**src/rtl/core/ppc_pkg.sv**
```systemverilog
// Package for the position PID controller: widths, register file type and
// sizes of the shared multiplier and divider. No dependencies.
`timescale 1ns / 1ps

package ppc_pkg;

  localparam int unsigned TIMEOUT_DEF = 4;
  localparam int unsigned CFG_AW      = 5;
  localparam int unsigned CFG_NREG    = 8;

  localparam int unsigned MUL_A_W    = 33;
  localparam int unsigned MUL_STEP_W = 16;
  localparam int unsigned MUL_STEPS  = 4;
  localparam int unsigned MUL_B_W    = MUL_STEP_W * MUL_STEPS;
  localparam int unsigned TERM_W     = 61;
  localparam logic [TERM_W-1:0] TERM_CAP = {1'b1, {(TERM_W-1){1'b0}}};

  localparam int unsigned DIV_NUM_W = 49;
  localparam int unsigned DIV_DEN_W = 16;

  typedef enum logic [2:0] {
    REG_PROP_GAIN  = 3'd0,
    REG_INT_GAIN   = 3'd1,
    REG_DERIV_GAIN = 3'd2,
    REG_EXTRA_GAIN = 3'd3,
    REG_DEADBAND   = 3'd4,
    REG_DRIVE_LIM  = 3'd5,
    REG_INT_BAND   = 3'd6,
    REG_INT_LIM    = 3'd7
  } reg_idx_t;

  typedef struct packed {
    logic [31:0] prop_gain;
    logic [31:0] integral_gain;
    logic [31:0] deriv_gain;
    logic [31:0] extra_prop_gain;
    logic [30:0] deadband;
    logic [14:0] drive_limit;
    logic [30:0] integral_band;
    logic [30:0] integral_limit;
  } cfg_t;

endpackage

```
**src/rtl/core/ppc_cfg.sv**
```systemverilog
// APB-style register file holding the PID gains and limits.
// Depends on ppc_pkg.
`timescale 1ns / 1ps

module ppc_cfg (
  input  logic                       clk,
  input  logic                       rst_n,
  input  logic                       cfg_psel,
  input  logic                       cfg_penable,
  input  logic                       cfg_pwrite,
  input  logic [ppc_pkg::CFG_AW-1:0] cfg_paddr,
  input  logic [31:0]                cfg_pwdata,
  output logic [31:0]                cfg_prdata,
  output logic                       cfg_pready,
  output ppc_pkg::cfg_t              cfg_o
);
  import ppc_pkg::*;

  cfg_t     cfg_r;
  reg_idx_t idx;
  logic     wr_en;

  assign idx        = reg_idx_t'(cfg_paddr[CFG_AW-1:2]);
  assign cfg_pready = 1'b1;
  assign wr_en      = cfg_psel & cfg_penable & cfg_pwrite & cfg_pready;
  assign cfg_o      = cfg_r;

  always_ff @(posedge clk) begin
    if (!rst_n) begin
      cfg_r.prop_gain       <= 32'd1966080;
      cfg_r.integral_gain   <= 32'd0;
      cfg_r.deriv_gain      <= 32'd0;
      cfg_r.extra_prop_gain <= 32'd1310720;
      cfg_r.deadband        <= 31'd6554;
      cfg_r.drive_limit     <= 15'd100;
      cfg_r.integral_band   <= 31'd78643;
      cfg_r.integral_limit  <= 31'd6553600;
    end else if (wr_en) begin
      unique case (idx)
        REG_PROP_GAIN:  cfg_r.prop_gain       <= cfg_pwdata;
        REG_INT_GAIN:   cfg_r.integral_gain   <= cfg_pwdata;
        REG_DERIV_GAIN: cfg_r.deriv_gain      <= cfg_pwdata;
        REG_EXTRA_GAIN: cfg_r.extra_prop_gain <= cfg_pwdata;
        REG_DEADBAND:   cfg_r.deadband        <= cfg_pwdata[30:0];
        REG_DRIVE_LIM:  cfg_r.drive_limit     <= cfg_pwdata[14:0];
        REG_INT_BAND:   cfg_r.integral_band   <= cfg_pwdata[30:0];
        REG_INT_LIM:    cfg_r.integral_limit  <= cfg_pwdata[30:0];
        default: ;
      endcase
    end
  end

  always_comb begin
    unique case (idx)
      REG_PROP_GAIN:  cfg_prdata = cfg_r.prop_gain;
      REG_INT_GAIN:   cfg_prdata = cfg_r.integral_gain;
      REG_DERIV_GAIN: cfg_prdata = cfg_r.deriv_gain;
      REG_EXTRA_GAIN: cfg_prdata = cfg_r.extra_prop_gain;
      REG_DEADBAND:   cfg_prdata = {1'b0, cfg_r.deadband};
      REG_DRIVE_LIM:  cfg_prdata = {17'd0, cfg_r.drive_limit};
      REG_INT_BAND:   cfg_prdata = {1'b0, cfg_r.integral_band};
      REG_INT_LIM:    cfg_prdata = {1'b0, cfg_r.integral_limit};
      default:        cfg_prdata = 32'd0;
    endcase
  end

endmodule

```
**src/rtl/core/ppc_mul.sv**
```systemverilog
// Shared multiplier: 16 bits of the wide operand per cycle, product capped
// at TERM_CAP. Depends on ppc_pkg.
`timescale 1ns / 1ps

module ppc_mul (
  input  logic                        clk,
  input  logic                        rst_n,
  input  logic                        start,
  input  logic [ppc_pkg::MUL_A_W-1:0] a,
  input  logic [ppc_pkg::MUL_B_W-1:0] b,
  output logic                        done,
  output logic [ppc_pkg::TERM_W-1:0]  p
);
  import ppc_pkg::*;

  localparam int unsigned CNT_W = $clog2(MUL_STEPS + 1);
  localparam int unsigned SUM_W = TERM_W + MUL_STEP_W + 1;

  logic [MUL_A_W-1:0] a_r;
  logic [MUL_B_W-1:0] b_r;
  logic [TERM_W-1:0]  acc_r;
  logic               ovf_r;
  logic [CNT_W-1:0]   cnt_r;
  logic               busy_r;
  logic               done_r;
  logic [MUL_A_W+MUL_STEP_W-1:0] pp;
  logic [SUM_W-1:0]   sum;

  assign pp   = a_r * b_r[MUL_B_W-1 -: MUL_STEP_W];
  assign sum  = {1'b0, acc_r, {MUL_STEP_W{1'b0}}} + SUM_W'(pp);
  assign done = done_r;
  assign p    = (ovf_r || acc_r > TERM_CAP) ? TERM_CAP : acc_r;

  always_ff @(posedge clk) begin
    if (!rst_n) begin
      busy_r <= 1'b0;
      done_r <= 1'b0;
      cnt_r  <= '0;
    end else begin
      done_r <= 1'b0;
      if (start) begin
        busy_r <= 1'b1;
        cnt_r  <= CNT_W'(MUL_STEPS);
      end else if (busy_r) begin
        cnt_r <= cnt_r - 1'b1;
        if (cnt_r == CNT_W'(1)) begin
          busy_r <= 1'b0;
          done_r <= 1'b1;
        end
      end
    end
  end

  always_ff @(posedge clk) begin
    if (start) begin
      a_r   <= a;
      b_r   <= b;
      acc_r <= '0;
      ovf_r <= 1'b0;
    end else if (busy_r) begin
      b_r   <= b_r << MUL_STEP_W;
      acc_r <= sum[TERM_W-1:0];
      ovf_r <= ovf_r | (|sum[SUM_W-1:TERM_W]);
    end
  end

endmodule

```
**src/rtl/core/ppc_div.sv**
```systemverilog
// Restoring divider, one quotient bit per cycle, unsigned magnitudes.
// A zero divisor is treated as one. Depends on ppc_pkg.
`timescale 1ns / 1ps

module ppc_div (
  input  logic                          clk,
  input  logic                          rst_n,
  input  logic                          start,
  input  logic [ppc_pkg::DIV_NUM_W-1:0] num,
  input  logic [ppc_pkg::DIV_DEN_W-1:0] den,
  output logic                          done,
  output logic [ppc_pkg::DIV_NUM_W-1:0] quot
);
  import ppc_pkg::*;

  localparam int unsigned CNT_W = $clog2(DIV_NUM_W + 1);

  logic [DIV_NUM_W-1:0] q_r;
  logic [DIV_DEN_W-1:0] den_r;
  logic [DIV_DEN_W-1:0] rem_r;
  logic [CNT_W-1:0]     cnt_r;
  logic                 busy_r;
  logic                 done_r;
  logic [DIV_DEN_W:0]   trial;
  logic                 fits;

  assign trial = {rem_r, q_r[DIV_NUM_W-1]};
  assign fits  = trial >= {1'b0, den_r};
  assign done  = done_r;
  assign quot  = q_r;

  always_ff @(posedge clk) begin
    if (!rst_n) begin
      busy_r <= 1'b0;
      done_r <= 1'b0;
      cnt_r  <= '0;
    end else begin
      done_r <= 1'b0;
      if (start) begin
        busy_r <= 1'b1;
        cnt_r  <= CNT_W'(DIV_NUM_W);
      end else if (busy_r) begin
        cnt_r <= cnt_r - 1'b1;
        if (cnt_r == CNT_W'(1)) begin
          busy_r <= 1'b0;
          done_r <= 1'b1;
        end
      end
    end
  end

  always_ff @(posedge clk) begin
    if (start) begin
      q_r   <= num;
      den_r <= (den == '0) ? DIV_DEN_W'(1) : den;
      rem_r <= '0;
    end else if (busy_r) begin
      rem_r <= fits ? DIV_DEN_W'(trial - {1'b0, den_r}) : trial[DIV_DEN_W-1:0];
      q_r   <= {q_r[DIV_NUM_W-2:0], fits};
    end
  end

endmodule

```
**src/rtl/core/pid_position_controller.sv**
```systemverilog
// Top level of the position PID controller: sequencer, loop state, output
// register. Depends on ppc_pkg, ppc_cfg, ppc_mul and ppc_div.
`timescale 1ns / 1ps

// A set-target transaction gives no result. A control tick that runs the
// loop holds in_tready low after it is accepted, while it works through
// the error step, four passes through the shared 33x16 multiplier (each
// an issue, four partial products and done), the derivative divider
// (issue, 49 quotient steps and done), the drive step and the output
// handoff. A timed-out tick only replays the held drive. Either kind of
// tick stalls further while the previous result still waits in the output
// register. A finished result waits in the output register while the next
// transaction is taken.
module pid_position_controller #(
  parameter int unsigned TICK_LIMIT = ppc_pkg::TIMEOUT_DEF
) (
  input  logic                       clk,
  input  logic                       rst_n,
  input  logic                       in_tvalid,
  output logic                       in_tready,
  input  logic [79:0]                in_tdata,  // target_angle, measured_angle, elapsed_time
  input  logic                       in_tuser,  // action
  output logic                       out_tvalid,
  input  logic                       out_tready,
  output logic [15:0]                out_tdata, // drive_out
  output logic                       out_tuser, // loop_active
  input  logic                       cfg_psel,
  input  logic                       cfg_penable,
  input  logic                       cfg_pwrite,
  input  logic [ppc_pkg::CFG_AW-1:0] cfg_paddr,
  input  logic [31:0]                cfg_pwdata,
  output logic [31:0]                cfg_prdata,
  output logic                       cfg_pready
);
  import ppc_pkg::*;

  typedef enum logic [3:0] {
    S_IDLE, S_ERR, S_IMUL, S_IWAIT, S_DIV, S_DWAIT, S_PMUL, S_PWAIT,
    S_KIMUL, S_KIWAIT, S_KDMUL, S_KDWAIT, S_FIN, S_EMIT
  } state_t;

  cfg_t cfg;

  state_t              state_r, state_nxt;
  logic signed [31:0]  target_r, target_nxt;
  logic signed [31:0]  integ_r, integ_nxt;
  logic signed [31:0]  last_r, last_nxt;
  logic [7:0]          ticks_r, ticks_nxt;
  logic signed [15:0]  held_r, held_nxt;
  logic                act_r, act_nxt;
  logic                out_tvalid_r, out_tvalid_nxt;
  logic [15:0]         out_drive_r, out_drive_nxt;
  logic                out_act_r, out_act_nxt;

  logic signed [31:0]  meas_r, meas_nxt;
  logic [15:0]         dt_r, dt_nxt;
  logic signed [31:0]  err_r, err_nxt;
  logic                ien_r, ien_nxt;
  logic [48:0]         rate_r, rate_nxt;
  logic                rneg_r, rneg_nxt;
  logic signed [63:0]  sum_r, sum_nxt;

  logic                mul_start, mul_done;
  logic [MUL_A_W-1:0]  mul_a;
  logic [MUL_B_W-1:0]  mul_b;
  logic [TERM_W-1:0]   mul_p;
  logic                div_start, div_done;
  logic [48:0]         div_q;

  logic                acc_in;
  logic signed [32:0]  raw, raw_sat;
  logic [31:0]         amag;
  logic [31:0]         err_mag, integ_mag;
  logic signed [32:0]  diff;
  logic [32:0]         diff_mag;
  logic [30:0]         inc;
  logic signed [33:0]  integ_new, lim;
  logic signed [63:0]  term_s;
  logic [63:0]         sum_mag;
  logic [31:0]         drv_hi;
  logic [14:0]         drv_mag;
  logic [7:0]          ticks_inc;

  ppc_cfg u_cfg (
    .clk, .rst_n, .cfg_psel, .cfg_penable, .cfg_pwrite, .cfg_paddr,
    .cfg_pwdata, .cfg_prdata, .cfg_pready, .cfg_o(cfg)
  );

  ppc_mul u_mul (
    .clk, .rst_n, .start(mul_start), .a(mul_a), .b(mul_b), .done(mul_done), .p(mul_p)
  );

  ppc_div u_div (
    .clk, .rst_n, .start(div_start), .num({diff_mag, 16'd0}), .den(dt_r),
    .done(div_done), .quot(div_q)
  );

  assign in_tready  = (state_r == S_IDLE);
  assign acc_in     = in_tvalid & in_tready;
  assign out_tvalid = out_tvalid_r;
  assign out_tdata  = out_drive_r;
  assign out_tuser  = out_act_r;

  assign raw     = 33'(target_r) - 33'(meas_r);
  assign raw_sat = (raw > 33'sd2147483647) ? 33'sd2147483647 :
                   (raw < -33'sd2147483648) ? -33'sd2147483648 : raw;
  assign amag    = raw_sat[32] ? 32'(-raw_sat) : raw_sat[31:0];
  assign err_mag   = err_r[31] ? 32'(-33'(err_r)) : err_r;
  assign integ_mag = integ_r[31] ? 32'(-33'(integ_r)) : integ_r;
  assign diff      = 33'(err_r) - 33'(last_r);
  assign diff_mag  = diff[32] ? 33'(-diff) : diff;
  assign inc       = mul_p[46:16];
  assign integ_new = 34'(integ_r) + (err_r[31] ? -34'(inc) : 34'(inc));
  assign lim       = 34'(cfg.integral_limit);
  assign term_s    = 64'(mul_p);
  assign sum_mag   = sum_r[63] ? 64'(-sum_r) : sum_r;
  assign drv_hi    = sum_mag[63:32];
  assign drv_mag   = (drv_hi > 32'(cfg.drive_limit)) ? cfg.drive_limit : drv_hi[14:0];
  assign ticks_inc = ticks_r + 8'd1;

  assign div_start = (state_r == S_DIV);

  always_comb begin
    mul_start = 1'b0;
    mul_a     = '0;
    mul_b     = '0;
    unique case (state_r)
      S_IMUL: begin
        mul_start = 1'b1;
        mul_a     = MUL_A_W'(dt_r);
        mul_b     = MUL_B_W'(err_mag);
      end
      S_PMUL: begin
        mul_start = 1'b1;
        mul_a     = MUL_A_W'(cfg.prop_gain) + MUL_A_W'(cfg.extra_prop_gain);
        mul_b     = MUL_B_W'(err_mag);
      end
      S_KIMUL: begin
        mul_start = 1'b1;
        mul_a     = MUL_A_W'(cfg.integral_gain);
        mul_b     = MUL_B_W'(integ_mag);
      end
      S_KDMUL: begin
        mul_start = 1'b1;
        mul_a     = MUL_A_W'(cfg.deriv_gain);
        mul_b     = MUL_B_W'(rate_r);
      end
      default: ;
    endcase
  end

  always_comb begin
    state_nxt      = state_r;
    target_nxt     = target_r;
    integ_nxt      = integ_r;
    last_nxt       = last_r;
    ticks_nxt      = ticks_r;
    held_nxt       = held_r;
    act_nxt        = act_r;
    out_tvalid_nxt = out_tvalid_r & ~out_tready;
    out_drive_nxt  = out_drive_r;
    out_act_nxt    = out_act_r;
    meas_nxt       = meas_r;
    dt_nxt         = dt_r;
    err_nxt        = err_r;
    ien_nxt        = ien_r;
    rate_nxt       = rate_r;
    rneg_nxt       = rneg_r;
    sum_nxt        = sum_r;
    unique case (state_r)
      S_IDLE: begin
        if (acc_in) begin
          if (in_tuser) begin
            target_nxt = in_tdata[31:0];
            ticks_nxt  = '0;
          end else if (ticks_r < 8'(TICK_LIMIT)) begin
            meas_nxt  = in_tdata[63:32];
            dt_nxt    = in_tdata[79:64];
            state_nxt = S_ERR;
          end else begin
            act_nxt   = 1'b0;
            state_nxt = S_EMIT;
          end
        end
      end
      S_ERR: begin
        err_nxt   = (amag < {1'b0, cfg.deadband}) ? 32'sd0 : raw_sat[31:0];
        ien_nxt   = (amag > {1'b0, cfg.integral_band}) && (amag >= {1'b0, cfg.deadband});
        state_nxt = S_IMUL;
      end
      S_IMUL: state_nxt = S_IWAIT;
      S_IWAIT: begin
        if (mul_done) begin
          if (!ien_r) begin
            integ_nxt = '0;
          end else if (integ_new > lim) begin
            integ_nxt = 32'(lim);
          end else if (integ_new < -lim) begin
            integ_nxt = 32'(-lim);
          end else begin
            integ_nxt = integ_new[31:0];
          end
          state_nxt = S_DIV;
        end
      end
      S_DIV: state_nxt = S_DWAIT;
      S_DWAIT: begin
        if (div_done) begin
          rate_nxt  = div_q;
          rneg_nxt  = diff[32];
          state_nxt = S_PMUL;
        end
      end
      S_PMUL: state_nxt = S_PWAIT;
      S_PWAIT: begin
        if (mul_done) begin
          sum_nxt   = err_r[31] ? -term_s : term_s;
          state_nxt = S_KIMUL;
        end
      end
      S_KIMUL: state_nxt = S_KIWAIT;
      S_KIWAIT: begin
        if (mul_done) begin
          sum_nxt   = integ_r[31] ? sum_r - term_s : sum_r + term_s;
          state_nxt = S_KDMUL;
        end
      end
      S_KDMUL: state_nxt = S_KDWAIT;
      S_KDWAIT: begin
        if (mul_done) begin
          sum_nxt   = rneg_r ? sum_r + term_s : sum_r - term_s;
          state_nxt = S_FIN;
        end
      end
      S_FIN: begin
        held_nxt  = (ticks_inc == 8'(TICK_LIMIT)) ? 16'sd0 :
                    (sum_r[63] ? -16'(drv_mag) : 16'(drv_mag));
        ticks_nxt = ticks_inc;
        last_nxt  = err_r;
        act_nxt   = 1'b1;
        state_nxt = S_EMIT;
      end
      S_EMIT: begin
        if (!out_tvalid_r || out_tready) begin
          out_tvalid_nxt = 1'b1;
          out_drive_nxt  = held_r;
          out_act_nxt    = act_r;
          state_nxt      = S_IDLE;
        end
      end
      default: state_nxt = S_IDLE;
    endcase
  end

  always_ff @(posedge clk) begin
    if (!rst_n) begin
      state_r      <= S_IDLE;
      target_r     <= '0;
      integ_r      <= '0;
      last_r       <= '0;
      ticks_r      <= '0;
      held_r       <= '0;
      act_r        <= 1'b0;
      out_tvalid_r <= 1'b0;
    end else begin
      state_r      <= state_nxt;
      target_r     <= target_nxt;
      integ_r      <= integ_nxt;
      last_r       <= last_nxt;
      ticks_r      <= ticks_nxt;
      held_r       <= held_nxt;
      act_r        <= act_nxt;
      out_tvalid_r <= out_tvalid_nxt;
    end
  end

  always_ff @(posedge clk) begin
    out_drive_r <= out_drive_nxt;
    out_act_r   <= out_act_nxt;
    meas_r      <= meas_nxt;
    dt_r        <= dt_nxt;
    err_r       <= err_nxt;
    ien_r       <= ien_nxt;
    rate_r      <= rate_nxt;
    rneg_r      <= rneg_nxt;
    sum_r       <= sum_nxt;
  end

  a_ticks_bound: assert property (@(posedge clk) disable iff (!rst_n)
    ticks_r <= 8'(TICK_LIMIT))
    else $error("tick count beyond timeout");

  a_set_clears: assert property (@(posedge clk) disable iff (!rst_n)
    (acc_in && in_tuser) |=> (ticks_r == 8'd0))
    else $error("set target did not restart tick count");

  a_drive_clamp: assert property (@(posedge clk) disable iff (!rst_n)
    (out_tvalid && out_tuser) |->
      ((out_tdata[15] ? 16'(-out_tdata) : out_tdata) <= 16'(cfg.drive_limit)))
    else $error("drive exceeds limit");

  a_mul_done_wait: assert property (@(posedge clk) disable iff (!rst_n)
    mul_done |-> (state_r == S_IWAIT || state_r == S_PWAIT ||
                  state_r == S_KIWAIT || state_r == S_KDWAIT))
    else $error("multiplier finished outside a wait state");

endmodule

```
**config.mk**
```make
export PLATFORM = sky130hd
export DESIGN_NAME = pid_position_controller
export DESIGN_NICKNAME = d
export VERILOG_FILES = /design/src/rtl/core/ppc_pkg.sv /design/src/rtl/core/ppc_cfg.sv /design/src/rtl/core/ppc_mul.sv /design/src/rtl/core/ppc_div.sv /design/src/rtl/core/pid_position_controller.sv
export SDC_FILE = /design/constraint.sdc
export NUM_CORES = 2
export LEC_CHECK = 0
export ABC_CLOCK_PERIOD_IN_PS = 11140
export BUFFER_PORTS_ARGS = -buffer_cell sky130_fd_sc_hd__buf_2
export CAP_MARGIN = 20
export CORE_AREA = 2 2 382 384
export DETAILED_ROUTE_END_ITERATION = 8
export DIE_AREA = 0 0 384 386
export GPL_ROUTABILITY_DRIVEN = 0
export PLACE_DENSITY = 0.71
export SETUP_SLACK_MARGIN = 0.2
export SYNTH_ARGS = -nofsm -noshare
export SYNTH_HDL_FRONTEND = slang
export SYNTH_SLANG_ARGS = --single-unit
```
**constraint.sdc**
```tcl
create_clock -name clk -period 11.14 [get_ports clk]
set_input_delay 2.785 -clock clk [delete_from_list [all_inputs] [get_ports clk]]
set_output_delay 2.785 -clock clk [all_outputs]
set_load 0.01 [all_outputs]
```
==> reports/results.ini <==
[outcome]
outcome=finished, violations left
violations=DRC

[placed_design]
hpwlAfterDp_um=198000
numPortBuffers=173

[logic_synthesis]
async_flop_share_pct=0
avgSynthCellArea_um2=8.18
synth_edf_count=358
syn_nets=10800
ys_types=115
ys_warn_count=0
ys_seq_elements=827
synth_ff_type=dfxtp_1
ys_seq_area_share_pct=25.5
synthCells=9655
syn_area_um2=78900

[sta]
timing.fmax_mhz=101
final_max_slew_viol_count=0
relSlewSlack_pct=13.8
hold_viol=0
setup_viol=0
period_minus_slack_ps=9900
worstMarginPinSlew_ps=1280
rsz0062_at_grt=false
fin_setup_tns_ps=0
finalClockSkew_ps=50.9
period_share_pct=88.8

[grt]
gr-total-overflow=0
grt_max_degree=104
track_usage_pct=34.4
grt_pass1_vias=68900
grt_pass1_wl_um=398000
antenna_found_initial=23

[drt]
vias=72600
top_layer_used=met5
viasPerCell=6.32
firstDrtPassIters=9
routed_wl_um=261000
antenna_left=0
drc=3
drt_iter0_markers=8945
avgRoutedWirePerCell_um=22.7
m1WireLength_um=101000
met3_wirelength_um=27000
dr_wl_met2_um=117000

[clocking]
cts_tree=yes
post_cts_resized=0
cts.path.max_buffers=3
root_buffer=clkbuf_16
postCtsSetupRepairBufs=0
postCtsHoldBufs=0
clk_pin_slew_ps=60
htree_levels=3
clk_latency_ps=730
numCtsBuffers=91
cts.sinks=827

[worst_setup_path]
cp_data_required_time_ps=11570
crit_type=reg2reg
cp_max_fo=18
worstPathArrival_ps=10330
startpoint_type=register
cp-end-kind=register
rrSetupSlack_ps=1240

[finish]
layout_common_cells=nand2_1, inv_1, nor2_1
synthToLayoutAreaGrowth_pct=6.67
multi_input_area_um2=53100
drive_above_1_share_pct=5.85
fillers=12900
seqCellArea_um2=20100
layout_commonest_cell=nand2_1
nNetsFinal=10600

[run]
max_cap_violations=0

[die]
row_count=140
die_w_um=384
die-area_um2=148000
die_h_um=386
core-area_um2=145000
start_util_pct=54.6
num_io_pins=177

[min_path]
hold_class=reg2reg

[worst paths after layout]
path	start	end	cells past startpoint
worst max register to register	meas_r[7]	ien_r	24
worst min register to register	held_r[8]	out_tdata[8]	0
worst max-delay path	meas_r[7]	ien_r	24
worst min-delay path	held_r[8]	out_tdata[8]	0
[logic make-up (layout without fill, tap and decap cells)]
family          count (synthesis)  in the layout  share of synthesized area (%)
compound gates               2400           2400                           20.1
simple gates                 3263           3263                           19.1
fa+ha+maj                    1031           1031                           20.8
other cells                     1             12                        0.00475
flops                         827            827                           25.5
buf+inv                      1539           1430                           7.44
xor+xnor                      433            433                           4.83
mux                           161            161                           2.19
[synth_stat cells, types with 18 or more instances]
cell type	count	area share [%]
buf_2	18	0.11
buf_1	31	0.15
o41ai_1	22	0.24
a221oi_1	20	0.22
nand3_1	171	1.1
or2_2	28	0.22
o21ai_1	22	0.14
and3_1	62	0.49
a221o_1	20	0.25
a21boi_0	297	2.8
nor4_1	58	0.46
or3_1	58	0.46
nand2_1	1491	7.1
a22o_1	34	0.38
nor2b_1	80	0.63
edfxtp_1	358	14
nor2_1	608	2.9
ha_1	558	8.8
nor3_1	162	1.0
clkbuf_1	485	2.3
a311oi_1	27	0.30
nand2b_1	66	0.52
o22ai_1	47	0.37
o21a_1	69	0.66
or4_1	33	0.31
a21o_1	171	1.6
o21ai_0	525	3.3
a222oi_1	22	0.28
fa_1	472	12
o221ai_1	26	0.29
o31ai_1	72	0.68
and2_1	250	2.0
o21bai_1	57	0.54
xnor2_1	307	3.4
inv_1	979	4.7
o211ai_1	70	0.67
nand4_1	97	0.77
a22oi_1	49	0.47
dfxtp_1	469	12
mux2i_1	141	1.8
a211oi_1	68	0.65
xor2_1	125	1.4
a31oi_1	67	0.53
a21oi_1	526	3.3
[per-stage QoR]
stage	worst slack, ps	area [um^2]	utilization, %	instances	hold slack [ps]
6_report	1240	84200	58.3	11500	427
5_1_grt	979	84200	58.2	11500	443
4_1_cts	1620	84100	58.2	11500	427
3_5_place_dp	1680	80900	56.0	11300	418
3_3_place_gp	1770	80900	56.0	11300	405
2_1_floorplan	2700	78900	-	9655	400
[cell type report]
class | instances | area share [%]
multi-input cells | 7289 | 63.0
well taps | 1917 | 2.85
diodes | 11 | 0.0327
flip-flops and latches | 827 | 23.9
clock inverters | 40 | 0.687
inverters | 983 | 4.38
repair buffers | 277 | 2.01
clock buffers | 130 | 3.09
[state kept, by name (all words and copies together) (netlist names), 16 cells and up]
signal       cells
integ_r         32
sum_r           64
out_tdata       16
u_div.rem_r     16
u_div.quot      49
u_mul.b_r       64
rate_r          49
u_cfg.cfg_o    236
u_mul.acc_r     61
last_r          32
dt_r            16
u_mul.a_r       33
held_r          16
err_r           32
target_r        32
meas_r          32
u_div.den_r     16
[routing by layer]
metal	track usage, %	up-vias
met5	0	-
met4	19.8	18
met3	6.11	831
met2	54.4	4172
met1	44.3	34700
li1	-	32800
[worst max-delay path, stage by stage, from the launching register on]
cell and delay, ps:
edfxtp_1 320, inv_1 40, ha_1 350, a21oi_1 230
o21ai_2 200, or3_1 450, o211a_1 310, o31a_1 350
a21oi_2 660, o21ai_1 490, o22ai_1 820, nor2_1 70
nor2_1 500, ha_1 360, inv_1 150, a211oi_4 370
and4_1 400, a41oi_1 170, xnor2_1 980, ha_1 250
nand3_1 140, nor4_1 680, a221o_1 560, a31oi_1 80
o31ai_1 650
Power is not shown: default switching activity piles up to over one toggle a cycle in this logic, so the estimate is an artifact.
